File: src/rtl/gated_decay_and_beta_gate_macros.svh
// Assertion macros for the decay and beta gate block.
`ifndef GATED_DECAY_AND_BETA_GATE_MACROS_SVH
`define GATED_DECAY_AND_BETA_GATE_MACROS_SVH
`ifndef ASSERT_OFF
`define GDBG_ASSERT(lbl, prop, msg) \
  lbl: assert property (@(posedge clk_i) disable iff (!rst_ni) (prop)) else $error(msg);
`define GDBG_NEVER(lbl, cond, msg) \
  lbl: assert property (@(posedge clk_i) disable iff (!rst_ni) !(cond)) else $error(msg);
`else
`define GDBG_ASSERT(lbl, prop, msg)
`define GDBG_NEVER(lbl, cond, msg)
`endif
`endif

File: src/rtl/gdbg_pkg.sv
`timescale 1ns / 1ps
package gdbg_pkg;

  localparam int DW = 16;

  localparam logic [31:0] ONE_Q30   = 32'h4000_0000;
  localparam logic [18:0] LOG2E_Q18 = 19'd378194;
  localparam logic [30:0] LOG2E_Q30 = 31'd1549082005;
  localparam logic [29:0] LN2_Q30   = 30'd744261118;

  // 2^f Horner coefficients, Q.30
  localparam logic [31:0] PC1 = 32'd744261118;
  localparam logic [31:0] PC2 = 32'd257941248;
  localparam logic [31:0] PC3 = 32'd59597083;
  localparam logic [31:0] PC4 = 32'd10327388;
  localparam logic [31:0] PC5 = 32'd1431680;
  localparam logic [31:0] PC6 = 32'd165394;

  localparam int POW_LAT  = 6;
  localparam logic [31:0] POW_ADD [POW_LAT] = '{PC5, PC4, PC3, PC2, PC1, ONE_Q30};

  localparam int EXP_W    = 36;
  localparam int EXP_LAT  = POW_LAT + 2;
  localparam int LN_STEPS = 24;
  localparam int LN_LAT   = LN_STEPS + 2;
  localparam int QB       = 13;
  localparam int DIV_LAT  = QB + 1;

endpackage

File: src/rtl/gdbg_recip.sv
`timescale 1ns / 1ps
// round(2^42 / (2^30 + t)); restoring division, one quotient bit per stage
module gdbg_recip (
  input  logic                    clk_i,
  input  logic                    en_i,
  input  logic [30:0]             t_i,
  output logic [gdbg_pkg::QB-1:0] q_o
);

  localparam int QB = gdbg_pkg::QB;

  logic [31:0]    d_init;
  logic [31:0]    d0_q;
  logic [43:0]    r0_q;
  logic [31:0]    d_q   [QB-1];
  logic [43:0]    rem_q [QB-1];
  logic [QB-1:0]  q_q   [QB];
  logic [31:0]    d_in   [QB];
  logic [43:0]    rem_in [QB];
  logic [QB-1:0]  q_in   [QB];
  logic [43:0]    dsh    [QB];
  logic           ge     [QB];
  logic [43:0]    rem_d  [QB];

  assign d_init = gdbg_pkg::ONE_Q30 + {1'b0, t_i};

  always_comb begin
    d_in[0]   = d0_q;
    rem_in[0] = r0_q;
    q_in[0]   = '0;
    for (int k = 1; k < QB; k++) begin
      d_in[k]   = d_q[k-1];
      rem_in[k] = rem_q[k-1];
      q_in[k]   = q_q[k-1];
    end
    for (int k = 0; k < QB; k++) begin
      dsh[k]   = 44'(d_in[k]) << (QB - 1 - k);
      ge[k]    = (rem_in[k] >= dsh[k]);
      rem_d[k] = ge[k] ? (rem_in[k] - dsh[k]) : rem_in[k];
    end
  end

  always_ff @(posedge clk_i) begin
    if (en_i) begin
      d0_q <= d_init;
      r0_q <= (44'd1 << 42) + 44'(d_init >> 1);
      for (int k = 0; k < QB - 1; k++) begin
        d_q[k]   <= d_in[k];
        rem_q[k] <= rem_d[k];
      end
      for (int k = 0; k < QB; k++) q_q[k] <= {q_in[k][QB-2:0], ge[k]};
    end
  end

  assign q_o = q_q[QB-1];

endmodule

File: config.mk
export PLATFORM = sky130hd
export DESIGN_NAME = gdbg_recip
export DESIGN_NICKNAME = d
export VERILOG_FILES = /design/src/rtl/gated_decay_and_beta_gate_macros.svh /design/src/rtl/gdbg_pkg.sv /design/src/rtl/gdbg_recip.sv
export SDC_FILE = /design/constraint.sdc
export NUM_CORES = 2
export LEC_CHECK = 0
export BUFFER_PORTS_ARGS = -buffer_cell sky130_fd_sc_hd__buf_2
export CORE_ASPECT_RATIO = 1.2
export CORE_UTILIZATION = 65
export CTS_CLUSTER_SIZE = 40
export DETAILED_ROUTE_END_ITERATION = 12
export GPL_TIMING_DRIVEN = 0
export HOLD_SLACK_MARGIN = 0.12
export PLACE_DENSITY = 0.82
export SKIP_CTS_REPAIR_TIMING = 1
export SLEW_MARGIN = 20
export SYNTH_ARGS = -nofsm -noshare
export SYNTH_HDL_FRONTEND = slang
export SYNTH_SLANG_ARGS = --single-unit
File: constraint.sdc
create_clock -name clk_i -period 4.3 [get_ports clk_i]
set_clock_uncertainty 0.15 [all_clocks]
set_input_delay 0.43 -clock clk_i [delete_from_list [all_inputs] [get_ports clk_i]]
set_output_delay 0.43 -clock clk_i [all_outputs]
set_load 0.05 [all_outputs]
==> impl_metrics.tcl <==
set metrics [dict create \
    outcome "complete, but fails checks" \
    violations "negative setup slack" \
    synthCells 5295 \
    hold_path.class "flop to flop" \
    overflow 0 \
    wirelength_um 136000 \
    final_cell_mix "957 x edfxtp_1, 481 x inv_1, 462 x a21oi_1" \
    routabilityCongestion 0.994 \
    p_per_area_nw_per_um2 640 \
    peakVddDrop_mv 0.475 \
    final_area_um2 61800 \
    syn-cell-area_um2 56300 \
    clock_latency_ns 0.68 \
    arrival_ns 4.68 \
    dr.pass1.iters 6 \
    required_ns 4.58 \
    io_pins 46 \
    critPathKind "flop to flop" \
    min_from "q_q[0][39]" \
    r2r_cells 9 \
    yosys_register_bits 957 \
    period_share_pct 102 \
    dp_slack_ns -0.663 \
    stdcell_count 6692 \
    cts-root-buf "clkbuf_16" \
    whs_ns 0.265 \
    grt_pass1_wl_um 210000 \
    drv_cap 0 \
    cts.clk_slew.worst_paths_ns 0.06 \
    cts_inserted_buffers 96 \
    synth_ff_type "edfxtp_1" \
    grt_start_max_net_pins 158 \
    grt_util_all_layers_pct 30.6 \
    nNetsFinal 5931 \
    synth-seq-area-share_pct 51.1 \
    num_vias 40367 \
    synth_area_leaders "edfxtp_1 51%, ha_1 9.0%, a21oi_1 4.1%, o21ai_0 3.5%, inv_1 3.2%" \
    dp_cells 6477 \
    cts_tree "done" \
    die_w_um 271 \
    hold_viol_final 0 \
    cpMaxStageDelayCell "nor4_1" \
    dpl.hpwl_um 103000 \
    cts_buffer_depth 3 \
    worst_pin_slew_ns 1.27 \
    p_leak_nw 25.0 \
    critPathMaxFanout 10 \
    r2r_end "rem_q[2][13]" \
    htree_levels 3 \
    async_flop_share_pct 0 \
    routedWlPerCell_um 20.3 \
    antenna_found_initial 0 \
    yosys.area.top_type "edfxtp_1" \
    first_global_vias 41649 \
    fillers 5844 \
    placed_area_um2 58100 \
    syn2layout_area_growth_pct 9.82 \
    timing.fmax_mhz 227 \
    slowest_delay_ns 1.07 \
    drive_gt1_share_pct 7.09 \
    synth_edf_count 957 \
    synth_nets 5743 \
    syn_area_per_cell_um2 10.6 \
    path_cells "inv_1 > ha_1 > nand4_1 > nor4_1 > nand3_1 > and4b_1 > and2_1 > clkdlybuf4s15_1 > mux2_2" \
    final_common_cell "edfxtp_1" \
    fin_crit_ns 4.40 \
    start_kind "flop" \
    port_buffers 45 \
    slew_viol_final 0 \
    rrSetupSlack_ns -0.1 \
    synth_top_area_share_pct 51.1 \
    core-area_um2 85300 \
    min_to "q_q[0][53]" \
    setup-violations-final 2 \
    dieArea_um2 87800 \
    drt_iter0_markers 2448 \
    drc_errors 0 \
    slew_headroom_pct 14.8 \
    holdPathStages 0 \
    end_kind "flop" \
    layout_setup_ws_ns -0.0974 \
    initial_core_util_pct 65.9 \
    ys_types 99 \
    drtAntennaViolNets 0 \
    placementRows 117 \
    dieHeight_um 324 \
    ys_warn_count 0 \
    cts.sinks 957 \
    r2r_start "d_q[1][98]" \
    viasPerCell 6.03 \
]
## logic make-up (layout without fill, tap and decap cells)
kind of cell	Yosys count	count (layout)	synth area share (%)
mux	57	57	1.13
compound gates	1484	1484	16.6
buf+inv	642	908	4.37
fa+ha+maj	415	415	9.39
xor+xnor	387	387	6.02
simple gates	1353	1353	11.4
flops	957	957	51.1
other cells	0	1	0
## cell usage after synthesis (all sizes together), types with 11 or more instances
library cell	number
edfxtp	957
inv	482
a21oi	468
nand2	460
o21ai	408
ha	403
nor2	355
a21o	213
xnor2	203
xor2	184
clkbuf	119
nand4	85
nand3	77
nand2b	71
nor3	71
mux2	52
nor2b	50
o21a	46
a211oi	45
o21bai	44
and3	42
a31oi	41
buf	41
o211ai	33
o31ai	27
or3	27
nor4	25
and2	19
and4	16
a21boi	15
or2	15
a211o	13
a2111oi	12
a311oi	12
fa	12
o31a	11
## per-stage QoR
| step | setup TNS (ns) | utilization, % | total power [mW] |
|---|---|---|---|
| after detailed placement | -64.80 | 68.1 | 30.8 |
| after global placement | - | 67.9 | 30.6 |
| after floorplan | 0 | - | 26.8 |
| after global routing | -0.0538 | 72.4 | 41.9 |
| after CTS | -71.73 | 71.7 | 39.2 |
| final | -0.115 | 72.4 | 39.5 |
## layer usage
layer,track usage (%),routed length [um]
met5,0,0
met4,24.5,12200
met3,3.33,4320
met2,62.8,76900
met1,25.5,42300
## worst max-delay path by stage
stage / startpoint / end / slack [ns] / cells after the start
after floorplan: d_q[1][70] / rem_q[1][163] / 0.81 / 14
after CTS: d_q[2][35] / rem_q[2][116] / -0.69 / 13
after global routing: d0_q[13] / rem_q[0][30] / -0.03 / 14
after global placement: en_i / d_q[2][96] / -11.21 / 1
final: d_q[1][98] / rem_q[2][13] / -0.1 / 9
after detailed placement: d_q[2][35] / rem_q[2][90] / -0.66 / 13
## critical path, delay by kind of cell, from the launching register on
kind | cells | cell delay [ns]
adders and majority gates | 1 | 0.35
buffers and inverters | 2 | 0.65
DFF | 1 | 0.35
muxes | 1 | 0.45
and+or+nand+nor | 5 | 2.18
## registers in the layout, summed over array words and instances (netlist names)
name / count
rem_q: 450
d0_q: 31
d_q: 384
r0_q: 1
q_q: 91
## final cells by class
cell class | instances | area [um2] | area share, %
well taps | 1130 | 1410 | 2.29
plain buffers | 157 | 684 | 1.11
diodes | 1 | 2.50 | 0.00405
multi-input cells | 3696 | 25200 | 40.8
clock buffers | 121 | 2540 | 4.11
repair buffers | 93 | 811 | 1.31
flip-flops and latches | 957 | 28700 | 46.5
inverters | 482 | 1810 | 2.93
clock inverters | 55 | 586 | 0.947
## power by group
group | switching (mW) | internal, mW
registers | 1.23 | 13.4
clock network | 3.57 | 4.80
logic | 9.74 | 6.81
total | 14.5 | 25.0
No activity file was read; power rests on OpenSTA's default activity.
